===== config.mk =====
export PLATFORM = sky130hd
export DESIGN_NAME = piecewise_linear_keyframe_interp
export DESIGN_NICKNAME = d
export VERILOG_FILES = /design/src/plkf_pkg.sv /design/src/plkf_key_mem.sv /design/src/plkf_div.sv /design/src/piecewise_linear_keyframe_interp.sv
export SDC_FILE = /design/constraint.sdc
export NUM_CORES = 2
export LEC_CHECK = 0
export BUFFER_PORTS_ARGS = -buffer_cell sky130_fd_sc_hd__buf_2
export CAP_MARGIN = 30
export CORE_MARGIN = 2
export CORE_UTILIZATION = 41
export CTS_CLUSTER_DIAMETER = 40
export DETAILED_ROUTE_END_ITERATION = 8
export GPL_ROUTABILITY_DRIVEN = 0
export PLACE_DENSITY = 0.65
export SKIP_LAST_GASP = 1
export SYNTH_ARGS = -nofsm -noshare
export SYNTH_HDL_FRONTEND = slang
export SYNTH_SLANG_ARGS = --single-unit

===== constraint.sdc =====
create_clock -name i_clk -period 13.7 [get_ports i_clk]
set_input_delay 0.685 -clock i_clk [delete_from_list [all_inputs] [get_ports i_clk]]
set_output_delay 0.685 -clock i_clk [all_outputs]
set_load 0.01 [all_outputs]

===== src/plkf_pkg.sv =====
package plkf_pkg;

    localparam int NUM_TABLES      = 6;
    localparam int SCALE_FRAC_BITS = 8;

    localparam logic [15:0] SCALE_DEFAULT = 16'(((1 << SCALE_FRAC_BITS) + 5) / 10);

    localparam logic OP_APPEND = 1'b0;
    localparam logic OP_EVAL   = 1'b1;

    localparam logic ST_OK   = 1'b0;
    localparam logic ST_FULL = 1'b1;

    localparam logic [2:0] CH_RED     = 3'd0;
    localparam logic [2:0] CH_GREEN   = 3'd1;
    localparam logic [2:0] CH_BLUE    = 3'd2;
    localparam logic [2:0] CH_ALPHA   = 3'd3;
    localparam logic [2:0] CH_SCALE_X = 3'd4;
    localparam logic [2:0] CH_SCALE_Y = 3'd5;

    localparam int DIV_NUM_W = 32;
    localparam int DIV_DEN_W = 16;

    typedef struct packed {
        logic [15:0]        position;
        logic signed [15:0] value;
    } t_key;

endpackage


===== src/plkf_key_mem.sv =====
module plkf_key_mem
    import plkf_pkg::*;
#(
    parameter int DEPTH = 48
) (
    input  logic                     i_clk,
    input  logic                     i_we,
    input  logic [$clog2(DEPTH)-1:0] i_waddr,
    input  t_key                     i_wdata,
    input  logic [$clog2(DEPTH)-1:0] i_raddr,
    output t_key                     o_rdata
);

    t_key r_mem [DEPTH];
    t_key r_rdata;

    always_ff @(posedge i_clk) begin
        if (i_we) begin
            r_mem[i_waddr] <= i_wdata;
        end
    end

    always_ff @(posedge i_clk) begin
        r_rdata <= r_mem[i_raddr];
    end

    assign o_rdata = r_rdata;

endmodule


===== src/plkf_div.sv =====
module plkf_div
    import plkf_pkg::*;
(
    input  logic                 i_clk,
    input  logic                 i_rst_n,
    input  logic                 i_start,
    input  logic [DIV_NUM_W-1:0] i_num,
    input  logic [DIV_DEN_W-1:0] i_den,
    output logic                 o_done,
    output logic [DIV_NUM_W-1:0] o_quo
);

    localparam int STEPS = 2;
    localparam int ITERS = DIV_NUM_W / STEPS;
    localparam int IW    = $clog2(ITERS);

    logic                 r_busy;
    logic                 r_done;
    logic [IW-1:0]        r_cnt;
    logic [DIV_DEN_W-1:0] r_rem;
    logic [DIV_NUM_W-1:0] r_quo;
    logic [DIV_DEN_W-1:0] r_den;
    logic [DIV_DEN_W-1:0] n_rem;
    logic [DIV_NUM_W-1:0] n_quo;

    // two restoring steps a cycle
    always_comb begin
        logic [DIV_DEN_W:0] sh;
        n_rem = r_rem;
        n_quo = r_quo;
        for (int k = 0; k < STEPS; k++) begin
            sh    = {n_rem, n_quo[DIV_NUM_W-1]};
            n_quo = {n_quo[DIV_NUM_W-2:0], 1'b0};
            if (sh >= {1'b0, r_den}) begin
                sh       = sh - {1'b0, r_den};
                n_quo[0] = 1'b1;
            end
            n_rem = sh[DIV_DEN_W-1:0];
        end
    end

    always_ff @(posedge i_clk) begin
        if (!i_rst_n) begin
            r_busy <= 1'b0;
            r_done <= 1'b0;
            r_cnt  <= '0;
        end else begin
            r_done <= 1'b0;
            if (i_start) begin
                r_busy <= 1'b1;
                r_cnt  <= '0;
                r_rem  <= '0;
                r_quo  <= i_num;
                r_den  <= i_den;
            end else if (r_busy) begin
                r_rem <= n_rem;
                r_quo <= n_quo;
                r_cnt <= r_cnt + IW'(1);
                if (r_cnt == IW'(ITERS - 1)) begin
                    r_busy <= 1'b0;
                    r_done <= 1'b1;
                end
            end
        end
    end

    assign o_done = r_done;
    assign o_quo  = r_quo;

    a_den_nonzero: assert property (@(posedge i_clk) disable iff (!i_rst_n)
        i_start |-> i_den != '0)
        else $error("divider started with zero divisor");

    a_no_restart: assert property (@(posedge i_clk) disable iff (!i_rst_n)
        i_start |-> !r_busy)
        else $error("divider restarted while running");

endmodule


===== src/piecewise_linear_keyframe_interp.sv =====
// Piecewise-linear keyframe evaluator with six tables (red, green, blue, alpha,
// scale x, scale y) of up to MAX_STAGES keyframes each, held in one synchronous
// memory. An item is taken when start is high and busy is low; its result word
// appears for exactly one cycle with o_done and cannot be held off. For an
// append o_done follows in the next cycle and busy stays low. An evaluate walks
// the six tables in turn, one keyframe read a cycle from the memory port while
// scanning, then for a matching interval a multiply state and a 2-bit a cycle
// divider; an evaluate ends sooner when tables are short or match early. busy
// falls in the cycle o_done is high, so the next item can be taken there.
module piecewise_linear_keyframe_interp
    import plkf_pkg::*;
#(
    parameter int MAX_STAGES = 8
) (
    input  logic               i_clk,
    input  logic               i_rst_n,
    input  logic               start,
    output logic               busy,
    input  logic               i_operation,
    input  logic [2:0]         i_channel,
    input  logic [15:0]        i_stage_position,
    input  logic signed [15:0] i_stage_value,
    input  logic [15:0]        i_life_fraction,
    output logic               o_done,
    output logic               o_status,
    output logic [7:0]         o_red,
    output logic [7:0]         o_green,
    output logic [7:0]         o_blue,
    output logic [7:0]         o_alpha,
    output logic signed [15:0] o_scale_x,
    output logic signed [15:0] o_scale_y
);

    localparam int DEPTH = NUM_TABLES * MAX_STAGES;
    localparam int AW    = $clog2(DEPTH);
    localparam int CW    = $clog2(MAX_STAGES + 1);

    localparam logic [1:0] S_IDLE = 2'd0;
    localparam logic [1:0] S_SCAN = 2'd1;
    localparam logic [1:0] S_MUL  = 2'd2;
    localparam logic [1:0] S_DIV  = 2'd3;

    function automatic logic [7:0] clamp_colour(input logic signed [17:0] v);
        if (v < 18'sd0) begin
            return 8'd0;
        end else if (v > 18'sd255) begin
            return 8'd255;
        end
        return v[7:0];
    endfunction

    function automatic logic [15:0] sat_scale(input logic signed [17:0] v);
        if (v < -18'sd32768) begin
            return 16'h8000;
        end else if (v > 18'sd32767) begin
            return 16'h7fff;
        end
        return v[15:0];
    endfunction

    logic [1:0]         r_state;
    logic               r_done;
    logic               r_status;
    logic [7:0]         r_red;
    logic [7:0]         r_green;
    logic [7:0]         r_blue;
    logic [7:0]         r_alpha;
    logic [15:0]        r_scale_x;
    logic [15:0]        r_scale_y;
    logic [CW-1:0]      r_count [NUM_TABLES];
    logic [2:0]         r_table;
    logic [15:0]        r_life;
    logic [CW-1:0]      r_ra;
    logic [CW-1:0]      r_rk;
    logic               r_rv;
    logic [15:0]        r_p0;
    logic signed [15:0] r_v0;
    logic [15:0]        r_dl;
    logic [15:0]        r_dvmag;
    logic               r_neg;
    logic [15:0]        r_den;
    logic [31:0]        r_mag;
    logic               r_div_go;

    logic [2:0]         cnt_idx;
    logic [CW-1:0]      cnt_rd;
    logic               accept;
    logic               mem_we;
    logic [AW-1:0]      mem_waddr;
    t_key               mem_wdata;
    logic [AW-1:0]      mem_raddr;
    t_key               cur;
    logic               issue;
    logic               few;
    logic               hit;
    logic               last;
    logic               same_pos;
    logic signed [16:0] dv;
    logic [16:0]        dv_abs;
    logic               div_done;
    logic [31:0]        div_quo;
    logic [17:0]        q_ext;
    logic               fin;
    logic               fin_hit;
    logic signed [17:0] fin_val;
    logic [7:0]         fin_col;
    logic [15:0]        fin_scl;

    assign accept  = start && (r_state == S_IDLE);
    assign cnt_idx = (r_state == S_IDLE) ? i_channel : r_table;
    assign cnt_rd  = (cnt_idx < 3'(NUM_TABLES)) ? r_count[cnt_idx] : '0;

    // append write
    assign mem_we    = accept && (i_operation == OP_APPEND) && (i_channel < 3'(NUM_TABLES))
                       && (cnt_rd < CW'(MAX_STAGES));
    assign mem_waddr = AW'(i_channel * MAX_STAGES) + AW'(cnt_rd);
    assign mem_wdata.position = i_stage_position;
    assign mem_wdata.value    = (i_channel <= CH_ALPHA)
                                ? {8'd0, clamp_colour({{2{i_stage_value[15]}}, i_stage_value})}
                                : i_stage_value;

    // scan reads
    assign issue     = (r_state == S_SCAN) && (r_ra < cnt_rd);
    assign mem_raddr = AW'(r_table * MAX_STAGES) + AW'(r_ra);

    plkf_key_mem #(
        .DEPTH (DEPTH)
    ) u_mem (
        .i_clk   (i_clk),
        .i_we    (mem_we),
        .i_waddr (mem_waddr),
        .i_wdata (mem_wdata),
        .i_raddr (mem_raddr),
        .o_rdata (cur)
    );

    plkf_div u_div (
        .i_clk   (i_clk),
        .i_rst_n (i_rst_n),
        .i_start (r_div_go),
        .i_num   (r_mag),
        .i_den   (r_den),
        .o_done  (div_done),
        .o_quo   (div_quo)
    );

    assign few      = cnt_rd < CW'(2);
    assign hit      = r_rv && (r_rk != '0) && (r_p0 <= r_life) && (r_life <= cur.position);
    assign last     = r_rv && (r_rk == CW'(cnt_rd - CW'(1)));
    assign same_pos = cur.position == r_p0;
    assign dv       = {cur.value[15], cur.value} - {r_v0[15], r_v0};
    assign dv_abs   = dv[16] ? (17'd0 - dv) : dv;
    assign q_ext    = {2'b00, div_quo[15:0]};

    always_comb begin
        fin     = 1'b0;
        fin_hit = 1'b0;
        fin_val = {{2{r_v0[15]}}, r_v0};
        case (r_state)
            S_SCAN: begin
                if (few) begin
                    fin = 1'b1;
                end else if (hit && same_pos) begin
                    fin     = 1'b1;
                    fin_hit = 1'b1;
                end else if (!hit && last) begin
                    fin = 1'b1;
                end
            end
            S_DIV: begin
                if (div_done) begin
                    fin     = 1'b1;
                    fin_hit = 1'b1;
                    fin_val = {{2{r_v0[15]}}, r_v0} + (r_neg ? (18'd0 - q_ext) : q_ext);
                end
            end
            default: begin
                fin = 1'b0;
            end
        endcase
    end

    assign fin_col = fin_hit ? clamp_colour(fin_val) : 8'd0;
    assign fin_scl = fin_hit ? sat_scale(fin_val) : SCALE_DEFAULT;

    always_ff @(posedge i_clk) begin
        if (!i_rst_n) begin
            r_state  <= S_IDLE;
            r_done   <= 1'b0;
            r_rv     <= 1'b0;
            r_div_go <= 1'b0;
            r_table  <= '0;
            r_ra     <= '0;
            for (int t = 0; t < NUM_TABLES; t++) begin
                r_count[t] <= '0;
            end
        end else begin
            r_done   <= 1'b0;
            r_div_go <= 1'b0;
            case (r_state)
                S_IDLE: begin
                    if (accept) begin
                        r_status <= ST_OK;
                        if (i_operation == OP_APPEND) begin
                            r_done    <= 1'b1;
                            r_red     <= '0;
                            r_green   <= '0;
                            r_blue    <= '0;
                            r_alpha   <= '0;
                            r_scale_x <= '0;
                            r_scale_y <= '0;
                            if (i_channel < 3'(NUM_TABLES)) begin
                                if (cnt_rd >= CW'(MAX_STAGES)) begin
                                    r_status <= ST_FULL;
                                end else begin
                                    r_count[i_channel] <= cnt_rd + CW'(1);
                                end
                            end
                        end else begin
                            r_table <= CH_RED;
                            r_ra    <= '0;
                            r_rv    <= 1'b0;
                            r_life  <= i_life_fraction;
                            r_state <= S_SCAN;
                        end
                    end
                end
                S_SCAN: begin
                    r_rv <= issue;
                    r_rk <= r_ra;
                    if (issue) begin
                        r_ra <= r_ra + CW'(1);
                    end
                    if (r_rv && !hit) begin
                        r_p0 <= cur.position;
                        r_v0 <= cur.value;
                    end
                    if (!few && hit && !same_pos) begin
                        r_dl    <= r_life - r_p0;
                        r_dvmag <= dv_abs[15:0];
                        r_neg   <= dv[16];
                        r_den   <= cur.position - r_p0;
                        r_state <= S_MUL;
                    end
                end
                S_MUL: begin
                    r_mag    <= r_dl * r_dvmag;
                    r_div_go <= 1'b1;
                    r_state  <= S_DIV;
                end
                S_DIV: begin
                    r_rv <= 1'b0;
                end
                default: begin
                    r_state <= S_IDLE;
                end
            endcase
            if (fin) begin
                case (r_table)
                    CH_RED:     r_red     <= fin_col;
                    CH_GREEN:   r_green   <= fin_col;
                    CH_BLUE:    r_blue    <= fin_col;
                    CH_ALPHA:   r_alpha   <= fin_col;
                    CH_SCALE_X: r_scale_x <= fin_scl;
                    default:    r_scale_y <= fin_scl;
                endcase
                r_rv <= 1'b0;
                r_ra <= '0;
                if (r_table == CH_SCALE_Y) begin
                    r_done  <= 1'b1;
                    r_state <= S_IDLE;
                end else begin
                    r_table <= r_table + 3'd1;
                    r_state <= S_SCAN;
                end
            end
        end
    end

    assign busy      = r_state != S_IDLE;
    assign o_done    = r_done;
    assign o_status  = r_status;
    assign o_red     = r_red;
    assign o_green   = r_green;
    assign o_blue    = r_blue;
    assign o_alpha   = r_alpha;
    assign o_scale_x = r_scale_x;
    assign o_scale_y = r_scale_y;

    a_item_tracked: assert property (@(posedge i_clk) disable iff (!i_rst_n)
        start && !busy |=> o_done || busy)
        else $error("accepted word neither answered nor in progress");

    a_append_one_cycle: assert property (@(posedge i_clk) disable iff (!i_rst_n)
        start && !busy && i_operation == OP_APPEND |=> o_done && !busy)
        else $error("append result not given in the next cycle");

    a_refused_zero: assert property (@(posedge i_clk) disable iff (!i_rst_n)
        o_done && o_status == ST_FULL |-> o_red == 8'd0 && o_green == 8'd0
            && o_blue == 8'd0 && o_alpha == 8'd0 && o_scale_x == 16'sd0
            && o_scale_y == 16'sd0)
        else $error("refused append carries non-zero result");

endmodule

======== Word-level counts from Yosys, hierarchy flattened ========
Memory sizes are Yosys's and may differ from the RTL's. A register that Yosys moved wholly into a read port is not among the register bits.
Cells that the tools add are included.
word-level totals
  register bits after elaboration ......... 280
  RAM bits ................................ 1,560
  input bits .............................. 55
  output and inout port bits .............. 67
  logic and storage cells ................. 237
  memories kept ........................... 2
operators by class
  add/sub/neg operators ................... 15
  multiply operators ...................... 1
  order comparisons ....................... 17
  eq/ne operators ......................... 17
  mux-type cells .......................... 111
  bitwise logic cells ..................... 4
  reductions and logical operators ........ 42
memory list
  name         words  width  read ports  clocked after memory_dff  write ports  line                                    text
  u_mem.r_mem  48     32     1           1                         1            plkf_key_mem.sv:14                      t_key r_mem [DEPTH];
  r_count      6      4      1           0                         6            piecewise_linear_keyframe_interp.sv:70  logic [CW-1:0] r_count [NUM_TABLES];
operators with widths
  cell                                                                               count
  16-bit two-way mux                                                                 19
  8-bit two-way mux                                                                  27
  32-bit two-way mux                                                                 2
  16-bit subtractor                                                                  4
  18-bit two-way mux                                                                 3
  1-bit two-way mux                                                                  39
  17-bit by 16-bit >= comparator with 1-bit output                                   2
  16-bit <= comparator                                                               2
  16-bit by 16-bit multiplier with 32-bit output                                     1
  3-bit two-way mux                                                                  7
  4-bit two-way mux                                                                  5
  18-bit adder                                                                       1
  18-bit by 16-bit greater-than comparator with 1-bit output, second input constant  1
  18-bit by 9-bit greater-than comparator with 1-bit output, second input constant   1
  18-bit by 1-bit less-than comparator with 1-bit output, second input constant      1
  18-bit by 16-bit less-than comparator with 1-bit output, second input constant     1
  1-bit by 16-bit subtractor with 17-bit output, first input constant                1
  16-bit by 16-bit subtractor with 17-bit output                                     1
  16-bit == test                                                                     1
  16-bit by 9-bit greater-than comparator with 1-bit output, second input constant   1
  16-bit by 1-bit less-than comparator with 1-bit output, second input constant      1
  1-bit by 16-bit subtractor with 16-bit output, first input constant                1
  1-bit logical AND                                                                  14
  4-bit by 1-bit adder with 4-bit output, second input constant                      3
  38 further kinds                                                                   68

======== Longest topological paths before layout ========
  depth after elaboration ................. 14
  gate-level depth with buffers ........... 24

======== Hierarchy ========
From an unflattened synthesis, not the netlist that was laid out.
second synthesis, totals
  cells, all modules ...................... 5,576
  area, all modules ....................... 87,102.3 µm²
modules (own cells, without submodules)
  module                            instances  cells an instance  area each (µm²)  seq. area each (µm²)
  plkf_key_mem                      1          2,909              60,142.7         46,764.9
  piecewise_linear_keyframe_interp  1          2,267              22,441.5         6,906.6
  plkf_div                          1          400                4,518.1          2,042.0

======== Least setup slack after synthesis ========
OpenSTA, ideal clock, no wires.
  path kind ............................... register -> register
  start point ............................. reg r_dvmag[1]
  end point ............................... reg r_mag[20] (data pin)
  setup time .............................. 0.259 ns
  data arrival time ....................... 5.707 ns
  data required time ...................... 13.441 ns
  slack ................................... 7.734 ns
  stages on the path, launching flop included .. 24
  path buffers ............................ 1
  clock period less this slack ............ 5.966 ns
  path through ............................ edfxtp_1 > clkbuf_1 > and2_1 > fa_1 > inv_1 > fa_1 > inv_1 > ha_1 > inv_1 > fa_1 > inv_1 > fa_1 > inv_1 > fa_1 > inv_1 > ha_1 > a211oi_1 > o211ai_1 > a41oi_1 > o21ai_0 > a311o_1 > a31o_2 > a21oi_1 > xnor2_1
between the ends
  longest elaborated chain between the ends .. 1
RTL lines
  item                                            line                                     text
  start, declared                                 piecewise_linear_keyframe_interp.sv:79   logic [15:0] r_dvmag;
  start signal, assigned                          piecewise_linear_keyframe_interp.sv:240  r_dvmag <= dv_abs[15:0];
  16-bit by 16-bit multiplier with 32-bit output  piecewise_linear_keyframe_interp.sv:247  r_mag <= r_dl * r_dvmag;
  end signal, assigned                            piecewise_linear_keyframe_interp.sv:247
  end, declared                                   piecewise_linear_keyframe_interp.sv:82   logic [31:0] r_mag;
Every way passes these cells.
A chain may end at the register's enable or synchronous reset.

======== Final worst setup path ========
  start point ............................. reg r_dl[14]
  end point ............................... reg r_mag[28] (data pin)
between the ends
  longest elaborated chain between the ends .. 1
RTL lines
  item                                            line                                     text
  start, declared                                 piecewise_linear_keyframe_interp.sv:78   logic [15:0] r_dl;
  start signal, assigned                          piecewise_linear_keyframe_interp.sv:239  r_dl <= r_life - r_p0;
  16-bit by 16-bit multiplier with 32-bit output  piecewise_linear_keyframe_interp.sv:247
Every way passes these cells.

==> impl_metrics.yaml <==
clocking:
  cts_num_sinks: 1872
  cts-buffers-inserted: 222
  cts.path.max_buffers: 3
  cts_root_buf: "clkbuf_16"
  cts_tree: "yes"
  post-cts-setup-buffers: 0
  clkSlewWorstSetupHoldPaths_ns: 0.05
  clk_latency_ns: 0.85
  h-tree-depth: 4
yosys:
  synth_cell_type_count: 87
  async_flop_share_pct: 0
  seq_area_frac_synth_pct: 65.0
  yosys_warnings: 0
  syn_avg_cell_area_sq_um: 17.2
  synth_seq_cells: 1872
  synth-edff-count: 1822
  synth.top_cell.area_share_pct: 63.8
  syn_area_sq_mm: 0.0857
  synthFlopType: "edfxtp_1"
  syn_nets: 5470
  synth_top_area_cell: "edfxtp_1"
  synth_cells: 4976
  ys_top_cells_by_area: "edfxtp_1 (64%), mux4_2 (13%), fa_1 (4.7%)"
global_routing:
  grt_pass1_vias: 46000
  antenna_found_initial: 12
  grt_max_degree: 65
  grtUsageTotal_pct: 19.1
  grt_overflow_total: 0
  grt_pass1_wl_um: 302000
timing:
  slew_headroom_pct: 31.1
  finalHoldViolations: 0
  fin_crit_sh_pct: 47.9
  setup_viol: 0
  fin_crit_ns: 6.57
  clock.fmax_ghz: 0.152
  tns_ns: 0
  drv_slew: 0
  rsz0062_at_grt: "false"
  tightest_slew_ns: 1.03
  skew_ns: 0.0792
floorplanning:
  rows: 167
  ioPinCount: 122
  die_area_sq_mm: 0.213
  die_w_um: 461
  core_sq_mm: 0.207
  initial_core_util_pct: 41.3
  die_y_um: 461
critical_path:
  worstSetupPathType: "flip-flop to flip-flop"
  cp.arrival_ns: 7.10
  startpoint_type: "flip-flop"
  r2r_slack_ns: 7.13
  reg2reg_to: "r_mag[28]"
  worst_r2r_path_depth: 22
  worstPathRequired_ns: 14.23
  cp_max_fo: 16
  regToRegStartpoint: "r_dl[14]"
  cp-end-kind: "flip-flop"
run_status:
  outcome: "complete, no violations"
finish:
  nets: 5728
  mostFrequentLayoutCell: "edfxtp_1"
  utilization_pct: 47.1
  fin_cells: 8218
  n_fill_cell: 17200
  mostFrequentLayoutCells: "edfxtp_1 (1822), mux4_2 (480), inv_1 (376), nand2_1 (312), ha_1 (237)"
  area_growth_pct: 14.1
  drive_above_1_share_pct: 22.4
power:
  p_leak_nw: 33.1
  cellPowerDensity_mw_per_mm2: 141
  vdd_drop_max_mv: 0.139
drt:
  wl_um: 203000
  wl_per_cell_um: 24.7
  viasPerCell: 5.54
  first_pass_iters: 8
  ant_nets: 0
  drtIter0Drc: 4524
  drc: 0
  via_count: 45600
min_path:
  whs_endpoint: "r_life[14]"
  hp-start: "i_life_fraction[14]"
  hold_path_class: "input port to flip-flop"
  whs_path_depth: 1
place:
  portBuffers: 121
  hpwl_um: 123000
  placedCellCount: 7796
flow_run:
  max_cap_viol_count: 0
-- through the flow --
step           worst slack, ns  power (W)  cell area (sq um)  hold slack, ns
2_1_floorplan             7.73    0.00770              85700           0.400
3_3_place_gp              7.11    0.00818              90300           0.401
3_5_place_dp              7.10    0.00821              90400           0.405
4_1_cts                   7.12     0.0139              97800          0.0139
5_1_grt                   6.69     0.0143              97800          0.0176
6_report                  7.13     0.0138              97800          0.0573
-- sequential cells by signal (all words and copies together) (netlist names), 16 cells and up --
| name | count |
|---|---|
| u_div.r_rem | 16 |
| u_mem.r_mem | 1536 |
| r_dl | 16 |
| u_mem.o_rdata | 32 |
| u_div.o_quo | 32 |
| r_mag | 32 |
| u_div.r_den | 16 |
| r_v0 | 16 |
| o_scale_x | 16 |
| o_scale_y | 16 |
| r_den | 16 |
| r_life | 16 |
| r_dvmag | 16 |
| r_p0 | 16 |
| r_count | 24 |
-- cells in the mapped netlist (21+ instances only) --
cell type / n
nor2b_1: 26
o21ai_0: 123
and2_1: 107
o2bb2ai_1: 55
mux2_2: 48
buf_1: 41
nor2_1: 193
clkbuf_1: 140
xor2_1: 39
a21oi_1: 89
a21o_1: 43
inv_1: 376
ha_1: 239
fa_1: 200
edfxtp_1: 1822
nand3_1: 44
mux2i_1: 68
nand4_1: 28
nor3_1: 28
a211oi_1: 28
xnor2_1: 94
o21a_1: 21
nand2_1: 312
dfxtp_1: 50
mux4_2: 480
nand2b_1: 24
-- worst max-delay path: stages, from the launching register on --
cell and delay, ns:
edfxtp_1 0.71, nand2_1 0.16, fa_1 0.57, inv_1 0.05, fa_1 0.53, inv_1 0.06, fa_1 0.51, inv_1 0.06
fa_1 0.54, inv_1 0.06, fa_1 0.46, fa_1 0.50, inv_1 0.04, ha_1 0.35, and2_1 0.21, o21ai_0 0.15
nand2b_1 0.08, a21oi_1 0.15, o21ai_0 0.11, nor4b_1 0.60, o31ai_1 0.15, a21oi_1 0.20, xnor2_1 0.08
-- final cells by class --
class / count / area, sq um / area share [%]
multi-input cells: 2534 / 28300 / 29.0
well taps: 2788 / 3490 / 3.57
clock buffers: 267 / 5850 / 5.98
diodes: 2 / 5.00 / 0.00512
inverters: 377 / 1420 / 1.45
clock inverters: 151 / 1510 / 1.55
repair buffers: 227 / 1460 / 1.49
flip-flops and latches: 1872 / 55700 / 57.0
-- metal layers --
layer / GRT usage (%) / wire, um / vias to the layer above
met3: 3.09 / 12600 / 321
met4: 4.98 / 5060 / 4
met2: 31.6 / 99800 / 1520
met5: 0 / 23 / -
met1: 26.3 / 85900 / 23800
li1: - / - / 19900
-- logic make-up (layout without fill, tap and decap cells) --
logic type      count (synthesis)  after routing  synth area share [%]
compound gates                513            513                  4.17
xor+xnor                      133            133                  1.36
fa+ha+maj                     439            439                  8.16
buf+inv                       570           1022                  2.53
flops                        1872           1872                  65.0
mux                           597            597                  14.0
other cells                     0              2                     0
simple gates                  852            852                  4.76
-- where the power goes --
group / internal, W / switching, W
registers: 0.00645 / 0.0000745
clock network: 0.00333 / 0.00242
logic: 0.000634 / 0.000932
total: 0.0104 / 0.00343
-- worst max path at each step --
stage	from	end	slack [ns]
CTS	r_dl[7]	r_mag[30]	7.12
finish	r_dl[14]	r_mag[28]	7.13
floorplan	r_dvmag[1]	r_mag[20]	7.73
detailed placement	r_dl[7]	r_mag[30]	7.10
global placement	r_dl[7]	r_mag[30]	7.11
global route	r_dl[7]	r_mag[30]	6.69
-- repair_timing --
action | in CTS | in global routing
resized for setup | 0 | 0
endpoints found under the hold margin | 2 | 0
hold buffers | 2 | 0
No activity file was read; power rests on OpenSTA's default activity.
